### src/hdl/brt_pkg.sv
// Shared constants, command codes and types of the bounded ranking table.
package brt_pkg;

   // Defaults of the top-level parameters
   localparam int DEF_POOL_DEPTH = 64;
   localparam int DEF_KEY_BITS   = 16;

   // Fixed field widths
   localparam int CMD_W      = 3;
   localparam int KEY_PORT_W = 16;
   localparam int SCORE_W    = 32;
   localparam int RANK_W     = 7;
   localparam int PSIZE_W    = 7;
   localparam int CSR_IDX_W  = 2;

   // Command codes
   localparam logic [CMD_W-1:0] CMD_UPDATE     = 3'd0;
   localparam logic [CMD_W-1:0] CMD_REMOVE     = 3'd1;
   localparam logic [CMD_W-1:0] CMD_RANK_KEY   = 3'd2;
   localparam logic [CMD_W-1:0] CMD_RANK_SCORE = 3'd3;
   localparam logic [CMD_W-1:0] CMD_AT_RANK    = 3'd4;

   // Register indexes
   localparam logic [CSR_IDX_W-1:0] CSR_MIN_SCORE = 2'd0;
   localparam logic [CSR_IDX_W-1:0] CSR_MAX_SCORE = 2'd1;
   localparam logic [CSR_IDX_W-1:0] CSR_POOL_SIZE = 2'd2;

   // Register reset values
   localparam logic signed [SCORE_W-1:0] MIN_SCORE_RST = 32'sh8000_0000;
   localparam logic signed [SCORE_W-1:0] MAX_SCORE_RST = 32'sh7FFF_FFFF;
   localparam logic [PSIZE_W-1:0]        POOL_SIZE_RST = 7'd64;

   // Result of the shared slot compare unit
   typedef struct packed {
      logic key_hit;
      logic at_or_above;
   } cmp_type;

endpackage

### src/hdl/brt_ram.sv
// Generic single-write, single-read RAM with registered read data.
module brt_ram #(
   parameter int WIDTH = 8,
   parameter int DEPTH = 16,
   localparam int AW = (DEPTH > 1) ? $clog2(DEPTH) : 1
) (
   input  logic             clock,
   input  logic             wr_en,
   input  logic [AW-1:0]    wr_addr,
   input  logic [WIDTH-1:0] wr_data,
   input  logic             rd_en,
   input  logic [AW-1:0]    rd_addr,
   output logic [WIDTH-1:0] rd_data
);

   logic [WIDTH-1:0] mem_ff [DEPTH];
   logic [WIDTH-1:0] rd_data_ff;

   // Write port and registered read port
   always_ff @(posedge clock) begin
      if (wr_en) begin
         mem_ff[wr_addr] <= wr_data;
      end
      if (rd_en) begin
         rd_data_ff <= mem_ff[rd_addr];
      end
   end

   assign rd_data = rd_data_ff;

endmodule

### src/hdl/brt_cmp.sv
// Shared slot compare unit: key match and score at-or-above test.
module brt_cmp
   import brt_pkg::*;
#(
   parameter int KW = DEF_KEY_BITS
) (
   input  logic [KW-1:0]             slot_key,
   input  logic signed [SCORE_W-1:0] slot_score,
   input  logic [KW-1:0]             qry_key,
   input  logic signed [SCORE_W-1:0] qry_score,
   output cmp_type                   result
);

   // Compare one slot against the held query
   assign result.key_hit     = (slot_key == qry_key);
   assign result.at_or_above = (slot_score >= qry_score);

endmodule

### src/hdl/bounded_ranking_table.sv
// Top level of the bounded ranking table: sequencer, slot RAM and registers.
//
// A leaderboard of up to POOL_DEPTH entries kept in a RAM, sorted by higher
// score first, equal scores in order of writing. Commands arrive on the req_
// channel (valid/ready) and each gives exactly one transfer on the rsp_
// channel (valid/ready). Registers min_score, max_score and pool_size are
// written through the csr_ port, one write per cycle. The user writes them
// only while the block is idle; the block itself does not enforce this.
//
// One command at a time: req_ready is high only while the sequencer is idle.
// Every command except entry-at-rank first scans the N stored entries through
// the single RAM read port and the shared compare unit. An update or remove
// may then shift the tail of the row, one entry per cycle, and an insert
// then writes the new entry at its place. Entry at rank reads at most the
// one slot at the asked rank. The time per command is set by the one RAM
// port that every slot visit goes through.
//
// Reset empties the board (entry count zero, no clearing pass) and loads the
// register reset values. A finished result waits in the output register; a
// stalled receiver holds the sequencer before its next result only.
module bounded_ranking_table
   import brt_pkg::*;
#(
   parameter int POOL_DEPTH = DEF_POOL_DEPTH,
   parameter int KEY_BITS   = DEF_KEY_BITS
) (
   input  logic                        clock,
   input  logic                        reset,
   input  logic                        req_valid,
   output logic                        req_ready,
   input  logic [CMD_W-1:0]            req_cmd,
   input  logic [KEY_PORT_W-1:0]       req_key,
   input  logic signed [SCORE_W-1:0]   req_score,
   input  logic [RANK_W-1:0]           req_rank_query,
   output logic                        rsp_valid,
   input  logic                        rsp_ready,
   output logic [RANK_W-1:0]           rsp_rank,
   output logic                        rsp_found,
   output logic [KEY_PORT_W-1:0]       rsp_key_out,
   output logic signed [SCORE_W-1:0]   rsp_score_out,
   input  logic                        csr_we,
   input  logic [CSR_IDX_W-1:0]        csr_index,
   input  logic [SCORE_W-1:0]          csr_wdata
);

   localparam int IW = (POOL_DEPTH > 1) ? $clog2(POOL_DEPTH) : 1;
   localparam int CW = $clog2(POOL_DEPTH + 1);
   localparam int LW = ((CW > PSIZE_W) ? CW : PSIZE_W) + 1;
   localparam int KW = (KEY_BITS < KEY_PORT_W) ? KEY_BITS : KEY_PORT_W;
   localparam int SW = KW + SCORE_W;

   localparam logic [2:0] S_IDLE   = 3'd0;
   localparam logic [2:0] S_SCAN   = 3'd1;
   localparam logic [2:0] S_DECIDE = 3'd2;
   localparam logic [2:0] S_SHL    = 3'd3;
   localparam logic [2:0] S_SHRI   = 3'd4;
   localparam logic [2:0] S_SHR    = 3'd5;
   localparam logic [2:0] S_INS    = 3'd6;
   localparam logic [2:0] S_OUT    = 3'd7;

   logic [2:0]                 state_ff, state_in;
   logic                       fetch_ff, fetch_in;
   logic [CMD_W-1:0]           cmd_ff, cmd_in;
   logic [KW-1:0]              key_ff, key_in;
   logic signed [SCORE_W-1:0]  score_ff, score_in;
   logic [RANK_W-1:0]          rq_ff, rq_in;
   logic [CW-1:0]              cnt_ff, cnt_in;
   logic [CW-1:0]              rd_ff, rd_in;
   logic                       pend_ff, pend_in;
   logic [CW-1:0]              pend_addr_ff, pend_addr_in;
   logic                       hit_ff, hit_in;
   logic [CW-1:0]              pos_ff, pos_in;
   logic signed [SCORE_W-1:0]  old_ff, old_in;
   logic [CW-1:0]              ge_ff, ge_in;
   logic [CW-1:0]              ins_pos_ff, ins_pos_in;
   logic                       do_ins_ff, do_ins_in;
   logic [RANK_W-1:0]          res_rank_ff, res_rank_in;
   logic                       res_found_ff, res_found_in;
   logic [KEY_PORT_W-1:0]      res_key_ff, res_key_in;
   logic signed [SCORE_W-1:0]  res_score_ff, res_score_in;
   logic                       rsp_valid_ff, rsp_valid_in;
   logic [RANK_W-1:0]          rsp_rank_ff, rsp_rank_in;
   logic                       rsp_found_ff, rsp_found_in;
   logic [KEY_PORT_W-1:0]      rsp_key_ff, rsp_key_in;
   logic signed [SCORE_W-1:0]  rsp_score_ff, rsp_score_in;
   logic signed [SCORE_W-1:0]  min_ff, min_in;
   logic signed [SCORE_W-1:0]  max_ff, max_in;
   logic [PSIZE_W-1:0]         psize_ff, psize_in;

   logic                       ram_wr_en;
   logic [IW-1:0]              ram_wr_addr;
   logic [SW-1:0]              ram_wr_data;
   logic                       ram_rd_en;
   logic [IW-1:0]              ram_rd_addr;
   logic [SW-1:0]              ram_rd_data;
   logic [KW-1:0]              slot_key;
   logic signed [SCORE_W-1:0]  slot_score;
   cmp_type                    cmp;

   logic [LW-1:0]              limit;
   logic                       in_bounds;
   logic [CW-1:0]              place;
   logic [CW-1:0]              last;
   logic [LW-1:0]              grown;
   logic [LW-1:0]              new_cnt;
   logic                       q_ok;
   logic [LW-1:0]              rq_m1;
   logic [CW-1:0]              rd_m1;
   logic                       fwd_issue;
   logic                       shr_issue;
   logic                       fetch_issue;

   // Slot storage: key and score side by side
   brt_ram #(.WIDTH(SW), .DEPTH(POOL_DEPTH)) u_ram (
      .clock   (clock),
      .wr_en   (ram_wr_en),
      .wr_addr (ram_wr_addr),
      .wr_data (ram_wr_data),
      .rd_en   (ram_rd_en),
      .rd_addr (ram_rd_addr),
      .rd_data (ram_rd_data)
   );

   assign slot_key   = ram_rd_data[SW-1:SCORE_W];
   assign slot_score = signed'(ram_rd_data[SCORE_W-1:0]);

   brt_cmp #(.KW(KW)) u_cmp (
      .slot_key   (slot_key),
      .slot_score (slot_score),
      .qry_key    (key_ff),
      .qry_score  (score_ff),
      .result     (cmp)
   );

   // Effective pool limit: zero acts as one, clamp at the depth
   always_comb begin
      if (psize_ff == '0) begin
         limit = LW'(1);
      end else if (LW'(psize_ff) > LW'(POOL_DEPTH)) begin
         limit = LW'(POOL_DEPTH);
      end else begin
         limit = LW'(psize_ff);
      end
   end

   // Decision helpers
   assign in_bounds = (score_ff > min_ff) && (score_ff < max_ff);
   assign place     = ge_ff - CW'(hit_ff && (old_ff >= score_ff));
   assign last      = (cnt_ff < CW'(POOL_DEPTH)) ? cnt_ff : CW'(POOL_DEPTH - 1);
   assign grown     = LW'(last) + LW'(1);
   assign new_cnt   = (grown > limit) ? limit : grown;
   assign q_ok      = (rq_ff != '0) && (LW'(rq_ff) <= LW'(cnt_ff));
   assign rq_m1     = LW'(rq_ff) - LW'(1);
   assign rd_m1     = rd_ff - CW'(1);

   // Read issue of the scan, left shift, right shift and rank fetch
   assign fwd_issue   = ((state_ff == S_SCAN) || (state_ff == S_SHL)) && (rd_ff < cnt_ff);
   assign shr_issue   = (state_ff == S_SHR) && (rd_ff > ins_pos_ff);
   assign fetch_issue = fetch_ff && !pend_ff && q_ok;
   assign ram_rd_en   = fwd_issue || shr_issue || fetch_issue;

   always_comb begin
      if (fetch_ff) begin
         ram_rd_addr = rq_m1[IW-1:0];
      end else if (state_ff == S_SHR) begin
         ram_rd_addr = rd_m1[IW-1:0];
      end else begin
         ram_rd_addr = rd_ff[IW-1:0];
      end
   end

   // Write: pending shifted entry, or the new entry at its place
   assign ram_wr_en   = (((state_ff == S_SHL) || (state_ff == S_SHR)) && pend_ff) ||
                        (state_ff == S_INS);
   assign ram_wr_addr = (state_ff == S_INS) ? ins_pos_ff[IW-1:0] : pend_addr_ff[IW-1:0];
   assign ram_wr_data = (state_ff == S_INS) ? {key_ff, score_ff} : ram_rd_data;

   // Sequencer
   always_comb begin
      state_in     = state_ff;
      fetch_in     = fetch_ff;
      cmd_in       = cmd_ff;
      key_in       = key_ff;
      score_in     = score_ff;
      rq_in        = rq_ff;
      cnt_in       = cnt_ff;
      rd_in        = rd_ff;
      pend_in      = pend_ff;
      pend_addr_in = pend_addr_ff;
      hit_in       = hit_ff;
      pos_in       = pos_ff;
      old_in       = old_ff;
      ge_in        = ge_ff;
      ins_pos_in   = ins_pos_ff;
      do_ins_in    = do_ins_ff;
      res_rank_in  = res_rank_ff;
      res_found_in = res_found_ff;
      res_key_in   = res_key_ff;
      res_score_in = res_score_ff;
      rsp_valid_in = rsp_valid_ff;
      rsp_rank_in  = rsp_rank_ff;
      rsp_found_in = rsp_found_ff;
      rsp_key_in   = rsp_key_ff;
      rsp_score_in = rsp_score_ff;
      min_in       = min_ff;
      max_in       = max_ff;
      psize_in     = psize_ff;

      // Register writes
      if (csr_we) begin
         case (csr_index)
            CSR_MIN_SCORE: min_in   = signed'(csr_wdata);
            CSR_MAX_SCORE: max_in   = signed'(csr_wdata);
            CSR_POOL_SIZE: psize_in = csr_wdata[PSIZE_W-1:0];
            default: ;
         endcase
      end

      // Drop the result once transferred
      if (rsp_valid_ff && rsp_ready) begin
         rsp_valid_in = 1'b0;
      end

      if (fetch_ff) begin
         // Entry at rank: one read if the rank is in range, then report
         if (!pend_ff) begin
            if (q_ok) begin
               pend_in = 1'b1;
            end else begin
               res_rank_in  = '0;
               res_found_in = 1'b0;
               res_key_in   = '0;
               res_score_in = '0;
               fetch_in     = 1'b0;
               state_in     = S_OUT;
            end
         end else begin
            pend_in      = 1'b0;
            res_rank_in  = rq_ff;
            res_found_in = 1'b1;
            res_key_in   = KEY_PORT_W'(slot_key);
            res_score_in = slot_score;
            fetch_in     = 1'b0;
            state_in     = S_OUT;
         end
      end else begin
         case (state_ff)
            S_IDLE: begin
               if (req_valid) begin
                  cmd_in    = req_cmd;
                  key_in    = req_key[KW-1:0];
                  score_in  = req_score;
                  rq_in     = req_rank_query;
                  rd_in     = '0;
                  pend_in   = 1'b0;
                  hit_in    = 1'b0;
                  pos_in    = '0;
                  ge_in     = '0;
                  do_ins_in = 1'b0;
                  if (req_cmd == CMD_AT_RANK) begin
                     fetch_in = 1'b1;
                     state_in = S_SCAN;
                  end else begin
                     state_in = S_SCAN;
                  end
               end
            end
            S_SCAN: begin
               // Visit every stored entry through the compare unit
               if (fwd_issue) begin
                  rd_in = rd_ff + CW'(1);
               end
               pend_in      = fwd_issue;
               pend_addr_in = rd_ff;
               if (pend_ff) begin
                  if (cmp.key_hit) begin
                     hit_in = 1'b1;
                     pos_in = pend_addr_ff;
                     old_in = slot_score;
                  end
                  if (cmp.at_or_above) begin
                     ge_in = ge_ff + CW'(1);
                  end
               end
               if (!fwd_issue && !pend_ff) begin
                  state_in = S_DECIDE;
               end
            end
            S_DECIDE: begin
               res_rank_in  = '0;
               res_found_in = 1'b0;
               res_key_in   = '0;
               res_score_in = '0;
               state_in     = S_OUT;
               pend_in      = 1'b0;
               rd_in        = pos_ff + CW'(1);
               case (cmd_ff)
                  CMD_UPDATE: begin
                     if (hit_ff && (old_ff == score_ff)) begin
                        res_rank_in  = RANK_W'(LW'(pos_ff) + LW'(1));
                        res_found_in = 1'b1;
                        res_key_in   = KEY_PORT_W'(key_ff);
                        res_score_in = score_ff;
                     end else begin
                        if (in_bounds && (LW'(place) >= limit)) begin
                           res_rank_in = RANK_W'(limit + LW'(1));
                        end else if (in_bounds) begin
                           res_rank_in  = RANK_W'(LW'(place) + LW'(1));
                           res_found_in = 1'b1;
                           res_key_in   = KEY_PORT_W'(key_ff);
                           res_score_in = score_ff;
                           do_ins_in    = 1'b1;
                           ins_pos_in   = place;
                        end
                        if (hit_ff) begin
                           state_in = S_SHL;
                        end else if (in_bounds && (LW'(place) < limit)) begin
                           state_in = S_SHRI;
                        end
                     end
                  end
                  CMD_REMOVE: begin
                     if (hit_ff) begin
                        res_found_in = 1'b1;
                        res_key_in   = KEY_PORT_W'(key_ff);
                        res_score_in = old_ff;
                        state_in     = S_SHL;
                     end
                  end
                  CMD_RANK_KEY: begin
                     if (hit_ff) begin
                        res_rank_in  = RANK_W'(LW'(pos_ff) + LW'(1));
                        res_found_in = 1'b1;
                        res_key_in   = KEY_PORT_W'(key_ff);
                        res_score_in = old_ff;
                     end
                  end
                  CMD_RANK_SCORE: begin
                     res_rank_in = RANK_W'(LW'(ge_ff) + LW'(1));
                  end
                  default: ;
               endcase
            end
            S_SHL: begin
               // Close the gap: move each later entry down by one
               if (fwd_issue) begin
                  rd_in = rd_ff + CW'(1);
               end
               pend_in      = fwd_issue;
               pend_addr_in = rd_m1;
               if (!fwd_issue && !pend_ff) begin
                  cnt_in   = cnt_ff - CW'(1);
                  state_in = do_ins_ff ? S_SHRI : S_OUT;
               end
            end
            S_SHRI: begin
               rd_in    = last;
               pend_in  = 1'b0;
               state_in = S_SHR;
            end
            S_SHR: begin
               // Open a gap: move entries up by one from the tail
               if (shr_issue) begin
                  rd_in = rd_m1;
               end
               pend_in      = shr_issue;
               pend_addr_in = rd_ff;
               if (!shr_issue && !pend_ff) begin
                  state_in = S_INS;
               end
            end
            S_INS: begin
               cnt_in   = CW'(new_cnt);
               state_in = S_OUT;
            end
            S_OUT: begin
               // Hand the result to the output register once it is free
               if (!rsp_valid_ff || rsp_ready) begin
                  rsp_valid_in = 1'b1;
                  rsp_rank_in  = res_rank_ff;
                  rsp_found_in = res_found_ff;
                  rsp_key_in   = res_key_ff;
                  rsp_score_in = res_score_ff;
                  state_in     = S_IDLE;
               end
            end
            default: state_in = S_IDLE;
         endcase
      end
   end

   // Control registers
   always_ff @(posedge clock) begin
      if (reset) begin
         state_ff     <= S_IDLE;
         fetch_ff     <= 1'b0;
         cnt_ff       <= '0;
         pend_ff      <= 1'b0;
         rsp_valid_ff <= 1'b0;
         min_ff       <= MIN_SCORE_RST;
         max_ff       <= MAX_SCORE_RST;
         psize_ff     <= POOL_SIZE_RST;
      end else begin
         state_ff     <= state_in;
         fetch_ff     <= fetch_in;
         cnt_ff       <= cnt_in;
         pend_ff      <= pend_in;
         rsp_valid_ff <= rsp_valid_in;
         min_ff       <= min_in;
         max_ff       <= max_in;
         psize_ff     <= psize_in;
      end
   end

   // Payload registers
   always_ff @(posedge clock) begin
      cmd_ff       <= cmd_in;
      key_ff       <= key_in;
      score_ff     <= score_in;
      rq_ff        <= rq_in;
      rd_ff        <= rd_in;
      pend_addr_ff <= pend_addr_in;
      hit_ff       <= hit_in;
      pos_ff       <= pos_in;
      old_ff       <= old_in;
      ge_ff        <= ge_in;
      ins_pos_ff   <= ins_pos_in;
      do_ins_ff    <= do_ins_in;
      res_rank_ff  <= res_rank_in;
      res_found_ff <= res_found_in;
      res_key_ff   <= res_key_in;
      res_score_ff <= res_score_in;
      rsp_rank_ff  <= rsp_rank_in;
      rsp_found_ff <= rsp_found_in;
      rsp_key_ff   <= rsp_key_in;
      rsp_score_ff <= rsp_score_in;
   end

   assign req_ready     = (state_ff == S_IDLE) && !fetch_ff;
   assign rsp_valid     = rsp_valid_ff;
   assign rsp_rank      = rsp_rank_ff;
   assign rsp_found     = rsp_found_ff;
   assign rsp_key_out   = rsp_key_ff;
   assign rsp_score_out = rsp_score_ff;

endmodule

### config.mk
export PLATFORM = sky130hd
export DESIGN_NAME = bounded_ranking_table
export DESIGN_NICKNAME = d
export VERILOG_FILES = /design/src/hdl/brt_pkg.sv /design/src/hdl/brt_ram.sv /design/src/hdl/brt_cmp.sv /design/src/hdl/bounded_ranking_table.sv
export SDC_FILE = /design/constraint.sdc
export NUM_CORES = 2
export LEC_CHECK = 0
export BUFFER_PORTS_ARGS = -buffer_cell sky130_fd_sc_hd__buf_2
export CAP_MARGIN = 20
export CORE_MARGIN = 1
export CORE_UTILIZATION = 45
export DETAILED_ROUTE_END_ITERATION = 8
export SKIP_LAST_GASP = 1
export SYNTH_ARGS = -nofsm -noshare
export SYNTH_HDL_FRONTEND = slang
export SYNTH_SLANG_ARGS = --single-unit
export TNS_END_PERCENT = 100
### constraint.sdc
create_clock -name clock -period 5.82 [get_ports clock]
set_input_delay 1.164 -clock clock [delete_from_list [all_inputs] [get_ports clock]]
set_output_delay 1.164 -clock clock [all_outputs]
set_load 0.005 [all_outputs]
# Word level (Yosys, flattened, before mapping)
# Memories as Yosys holds them, arrays and structs flattened. A register that Yosys moved wholly into a read port is not among the register bits.
# Index checks and enable logic that the tools add are counted.
[classes] n_eq_ne=32 magnitude_cmp=12 addsub=12 n_bitwise=3 n_reduce_logical=58 mux=95
[ops] operator="$mux 32" n=8
[ops] operator="$mux 7" n=20
[ops] operator="$mux 16" n=8
[ops] operator="$ge 32x32->1" n=2
[ops] operator="$pmux 32 s2" n=1
[ops] operator="$pmux 7 s2" n=4
[ops] operator="$add 7x1->7 const B" n=7
[ops] operator="$mux 48" n=1
[ops] operator="$pmux 7 s5" n=1
[ops] operator="$mux 3" n=11
[ops] operator="$eq 32x32->1" n=1
[ops] operator="$gt 32x32->1" n=1
[ops] operator="$lt 32x32->1" n=1
[ops] operator="$pmux 16 s2" n=1
[ops] operator="$mux 1" n=28
[ops] operator="$pmux 3 s8" n=1
[ops] operator="$pmux 7 s3" n=1
[ops] operator="$mux 6" n=3
[ops] operator="$eq 16x16->1" n=1
[ops] operator="$ne 2x2->1 const B" n=8
[ops] operator="$eq 3x3->1 const B" n=5
[ops] operator="$logic_and 1x1->1" n=15
[ops] operator="$reduce_and 5->1" n=3
[ops] operator="$sub 7x1->7 const B" n=2
[ops] operator="other kinds (37)" n=78
[totals] ram_bits=3072 input_bits=97 out_inout_bits=58 elab_cells=241 ff_bits=323 memories=1
[mem_list] name="u_ram.mem_ff" words=64 word_bits=48 read_ports=1 rd_clocked_by_memory_dff=1 wr=1 line="brt_ram.sv:16" text="logic [WIDTH-1:0] mem_ff [DEPTH];"

# Longest topological paths before layout
[logic_depth] word_depth=11 ltp_mapped=25

# Modules after synthesis
# Synthesis repeated with hierarchy kept, for this count alone.
[unflattened] cells_unflattened=7013 area_unflattened_um2=136666.1
[by_module_without_submodules] module="brt_ram" cells_each=5247 instances=1 area_per_inst_um2=118671.3
[by_module_without_submodules] module="bounded_ranking_table" cells_each=1633 instances=1 area_per_inst_um2=17013.8
[by_module_without_submodules] module="brt_cmp" cells_each=133 instances=1 area_per_inst_um2=980.9

# Worst setup path after synthesis
# No wires, ideal clock.
[synth_timing] path_kind="reg-to-reg" start="reg score_ff[22]" end="reg ins_pos_ff[0] (enable)" path_stages_with_launch=22 required_ns=5.440 t_arrival_ns=4.490 path_buffers=1 setup_time_ns=0.380 setup_slack_ns=0.949 path_cell_list="edfxtp_1 inv_1 ha_1 a21o_1 a221oi_1 o21ai_0 a31oi_1 nor2_1 nor2_1 nand4_1 a21oi_1 nor2_1 ha_1 ha_1 xor2_1 ha_1 o211a_1 a2111oi_0 o21ai_0 a41o_1 clkbuf_1 nor3_1"
[synth_via] elab_chain_len=7 word_cells_on_any_way=13 cone_classes="add/sub: 1; order compare: 4; eq/ne: 1; bitwise: 2; reduce/logical: 5"
[synth_rtl] item="start: declaration" line="bounded_ranking_table.sv:65" text="logic signed [SCORE_W-1:0] score_ff, score_in;"
[synth_rtl] item="start signal: assignment" line="bounded_ranking_table.sv:419" text="score_ff <= score_in;"
[synth_rtl] item="$ge 32x32->1" line="bounded_ranking_table.sv:148" text="assign place = ge_ff - CW'(hit_ff && (old_ff >= score_ff));"
[synth_rtl] item="$logic_and 1x1->1" line="bounded_ranking_table.sv:148"
[synth_rtl] item="$sub 7x1->7" line="bounded_ranking_table.sv:148"
[synth_rtl] item="named net place[2]" line="bounded_ranking_table.sv:102" text="logic [CW-1:0] place;"
[synth_rtl] item="$ge 7x8->1" line="bounded_ranking_table.sv:305" text="if (in_bounds && (LW'(place) >= limit)) begin"
[synth_rtl] item="$logic_and 1x1->1" line="bounded_ranking_table.sv:305"
[synth_rtl] item="$not 1->1 (no line)"
[synth_rtl] item="$reduce_and 6->1 (no line)"
[synth_rtl] item="end signal: assignment" line="bounded_ranking_table.sv:427" text="ins_pos_ff <= ins_pos_in;"
[synth_rtl] item="end: declaration" line="bounded_ranking_table.sv:75" text="logic [CW-1:0] ins_pos_ff, ins_pos_in;"
# The timed path passes the listed nets, and every way through them passes these cells.
# A chain may end at the register's enable or synchronous reset.

# Worst setup path after layout
[layout_timing] start="reg score_ff[22]" end="reg res_key_ff[6], data pin"
[layout_via] elab_chain_len=10 word_cells_on_any_way=16 cone_classes="add/sub: 1; order compare: 4; eq/ne: 1; mux: 6; reduce/logical: 4"
[layout_rtl] item="$ge 32x32->1" line="bounded_ranking_table.sv:148"
[layout_rtl] item="$logic_and 1x1->1" line="bounded_ranking_table.sv:148"
[layout_rtl] item="$sub 7x1->7" line="bounded_ranking_table.sv:148"
[layout_rtl] item="named net place[1]" line="bounded_ranking_table.sv:102"
[layout_rtl] item="$ge 7x8->1" line="bounded_ranking_table.sv:305"
[layout_rtl] item="$logic_and 1x1->1" line="bounded_ranking_table.sv:305"
[layout_rtl] item="$mux 16" line="bounded_ranking_table.sv:305"
[layout_rtl] item="$mux 16" line="bounded_ranking_table.sv:299" text="if (hit_ff && (old_ff == score_ff)) begin"
[layout_rtl] item="$pmux 16 s2" line="bounded_ranking_table.sv:297" text="case (cmd_ff)"
[layout_rtl] item="$mux 16" line="bounded_ranking_table.sv:247" text="case (state_ff)"
[layout_rtl] item="$mux 16" line="bounded_ranking_table.sv:224" text="if (fetch_ff) begin"
[layout_rtl] item="named net res_key_in[6]" line="bounded_ranking_table.sv:79" text="logic [KEY_PORT_W-1:0] res_key_ff, res_key_in;"
[layout_rtl] item="end signal: assignment" line="bounded_ranking_table.sv:431" text="res_key_ff <= res_key_in;"
[layout_rtl] item="end: declaration" line="bounded_ranking_table.sv:79"
# The timed path passes the listed nets, and every way through them passes these cells. The select of a mux whose other input is x is not followed.

==> impl_metrics.yaml <==
run_status:
  status: "completed"
placement:
  dp.final_hpwl_um: 223700
  port-buffer-count: 154
  gp_congestion: 0.8765
  placedInstanceArea_um2: 144600
grt:
  grt_pass1_vias: 70476
  overflow: 0
  globalRouteTotalUtil_pct: 25.79
  grt_pass1_wl_um: 547600
  antenna_found_initial: 20
  grt_max_degree: 86
power_and_ir_drop:
  p_leak_nw: 50.19
  ir_drop_v: 0.0004728
  power_density_nw_per_um2: 497.1
clock_network:
  cts_buffers: 355
  htree_levels: 5
  cts_root_buf: "clkbuf_16"
  clkTransAtPathRegs_ns: 0.06
  clock_latency_ns: 0.91
  cts.sinks: 3443
  cts_setup_buffers: 0
  clock_path_buffers: 4
  cts_tree: "done"
routing:
  wl_met1_um: 158200
  vias: 71727
  wl_met2_um: 190800
  drc_errors: 0
  wl_per_cell_um: 34.21
  dr.max_layer_used: "met4"
  wirelength_um: 395200
  ant_nets: 0
  wl_met3_um: 35430
  drt_iter0_markers: 9370
  firstDrtPassIters: 6
  drt-vias-per-instance: 6.210
logic_synthesis:
  synth-seq-area-share_pct: 75.43
  yosysTopAreaCell: "edfxtp_1"
  synth-edff-count: 3359
  synthTopCellsByCount: "edfxtp_1 (3359), mux4_2 (768), nand2_1 (620)"
  synth_async_sr_flop_share_pct: 0
  yosys_register_bits: 3443
  synth_flop_cell: "edfxtp_1"
  synth.distinct_cells: 76
  synth_warnings: 0
  synthCells: 6815
  synth.most_common_cell: "edfxtp_1"
  synth_nets: 7084
  synth_area_leaders: "edfxtp_1 (74%), mux4_2 (13%), nand2_1 (1.7%)"
  syn-mean-instance-area_um2: 19.95
  synth_top_area_share_pct: 74.19
  synth_area_um2: 136000
layout:
  fin_area_um2: 155900
  final_nets: 7577
  areaGrowthSynthToFinish_pct: 14.67
  drive_above_1_share_pct: 24.76
critical_path:
  arrival_ns: 6.16
  endpoint_kind: "flop"
  path_class: "reg2reg"
  slowest_delay_ns: 0.42
  cp.required_ns: 6.57
  cp_common_cell: "ha_1"
  r2r_end: "res_key_ff[6]"
  crit_family: "compound AO/OA/AOI/OAI gates"
  ff2ff_setup_slack_ns: 0.41
  crit_path_max_fanout: 16
  crit_start: "score_ff[22]"
  cp_slowest_cell: "edfxtp_1"
  cp-start-kind: "flop"
  rr_worst_depth: 25
  critPathBufInv: 3
  path_depth: 25
  r2r-start: "score_ff[22]"
timing:
  rsz0062_at_grt: "no"
  worst_pin_slew_ns: 1.138
  period_share_pct: 92.94
  slew_headroom_pct: 23.09
  timing.final.max_slew_violations: 0
  hold_viol: 0
  finClkSkew_ns: 0.06238
  setup_viol: 0
  tns_ns: 0
  fmax_ghz: 0.1849
  post-route-min-period_ns: 5.409
worst_hold_path:
  worstHoldStart: "res_score_ff[19]"
  min_to: "rsp_score_out[19]"
  worstHoldPathCells: 0
  hold_class: "reg2reg"
floorplan:
  pin_count: 155
  fp.dieW_um: 551.7
  start_util_pct: 45.27
  fp.coreArea_um2: 300300
  die_area_um2: 304300
  row_count: 201
  dieHeight_um: 551.7
run:
  drv_cap: 0
per-stage QoR:
stage | power (mW) | hold slack, ns | worst slack [ns] | instances | util (%)
final | 77.49 | 0.4251 | 0.4108 | 11551 | 51.92
after floorplan | 47.59 | 0.4003 | 0.9494 | 6815 | -
after detailed placement | 55.77 | 0.4126 | 0.2916 | 10903 | 48.16
after global routing | 80.13 | 0.4014 | 0.03107 | 11547 | 51.91
after CTS | 77.68 | 0.3818 | 0.2444 | 11537 | 51.87
after global placement | 55.38 | 0.4143 | 0.1891 | 10900 | 48.14
final cells by class:
| cell class | instances | area [µm²] |
|---|---|---|
| flip-flops and latches | 3443 | 102500 |
| repair buffers | 483 | 4439 |
| clock inverters | 196 | 1690 |
| inverters | 138 | 520.5 |
| well taps | 3958 | 4952 |
| multi-input cells | 2887 | 32300 |
| clock buffers | 438 | 9429 |
| diodes | 8 | 20.02 |
| fillers | 23568 | 144400 |
how the worst max path moves through the flow:
stage / end / slack [ns]
3_5_place_dp: res_key_ff[9] / 0.29
5_1_grt: res_key_ff[13] / 0.03
6_report: res_key_ff[6] / 0.41
2_1_floorplan: ins_pos_ff[0] / 0.95
3_3_place_gp: res_key_ff[9] / 0.19
4_1_cts: res_key_ff[6] / 0.24
cell families (layout without fill, tap and decap cells):
| group | after synthesis | count (layout) | share of synthesized area (%) |
|---|---|---|---|
| fa+ha+maj | 172 | 172 | 1.583 |
| buf+inv | 485 | 1255 | 1.564 |
| simple gates | 1042 | 1042 | 3.404 |
| other cells | 0 | 8 | 0 |
| compound gates | 630 | 630 | 3.323 |
| flops | 3443 | 3443 | 75.43 |
| mux | 980 | 980 | 14.28 |
| xor+xnor | 63 | 63 | 0.4114 |
state kept, by name, summed over array words and instances, names as in the netlist, 16 cells and up:
name           cells
u_ram.mem_ff    3072
u_ram.rd_data     48
max_ff            32
min_ff            32
old_ff            32
res_score_ff      32
rsp_score_out     32
score_ff          32
key_ff            16
res_key_ff        16
rsp_key_out       16
metal layers:
metal	vias up	track usage, %
met3	567	4.675
met2	3537	42.10
met5	-	0
met1	38588	35.85
li1	29035	-
met4	0	6.832
power breakdown:
group	switching, mW	internal [mW]	leakage (nW)
sequential	0.940	31.1	30.9
combinational	14.1	9.23	13.8
clock	9.47	12.7	5.47
total	24.5	53.0	50.2
layout by cell type (no fill, tap or decap), types with 27 or more instances in the layout:
master | netlist | routed
clkinv_2 | 0 | 61
a22oi_1 | 42 | 42
nor2_1 | 172 | 97
clkbuf_16 | 0 | 363
nand3_1 | 47 | 46
a21oi_1 | 102 | 102
dfxtp_1 | 84 | 84
o21ai_0 | 115 | 82
ha_1 | 172 | 172
inv_1 | 135 | 135
clkinv_1 | 2 | 81
nor2_4 | 0 | 74
xor2_1 | 35 | 35
buf_12 | 0 | 91
mux2i_1 | 211 | 209
nand2_1 | 620 | 616
a211o_1 | 34 | 34
mux4_2 | 768 | 768
and4_1 | 51 | 51
xnor2_1 | 27 | 27
edfxtp_1 | 3359 | 3359
buf_2 | 61 | 154
o21ai_4 | 0 | 33
clkbuf_1 | 223 | 68
nand4_1 | 30 | 30
a32oi_1 | 192 | 192
buf_4 | 52 | 235
what timing repair did:
item                       CTS  global route
setup endpoints to repair    0            23
gates resized for setup      0             3
hold buffers                 0             0
Note: power is estimated with default switching activity, not from simulation.
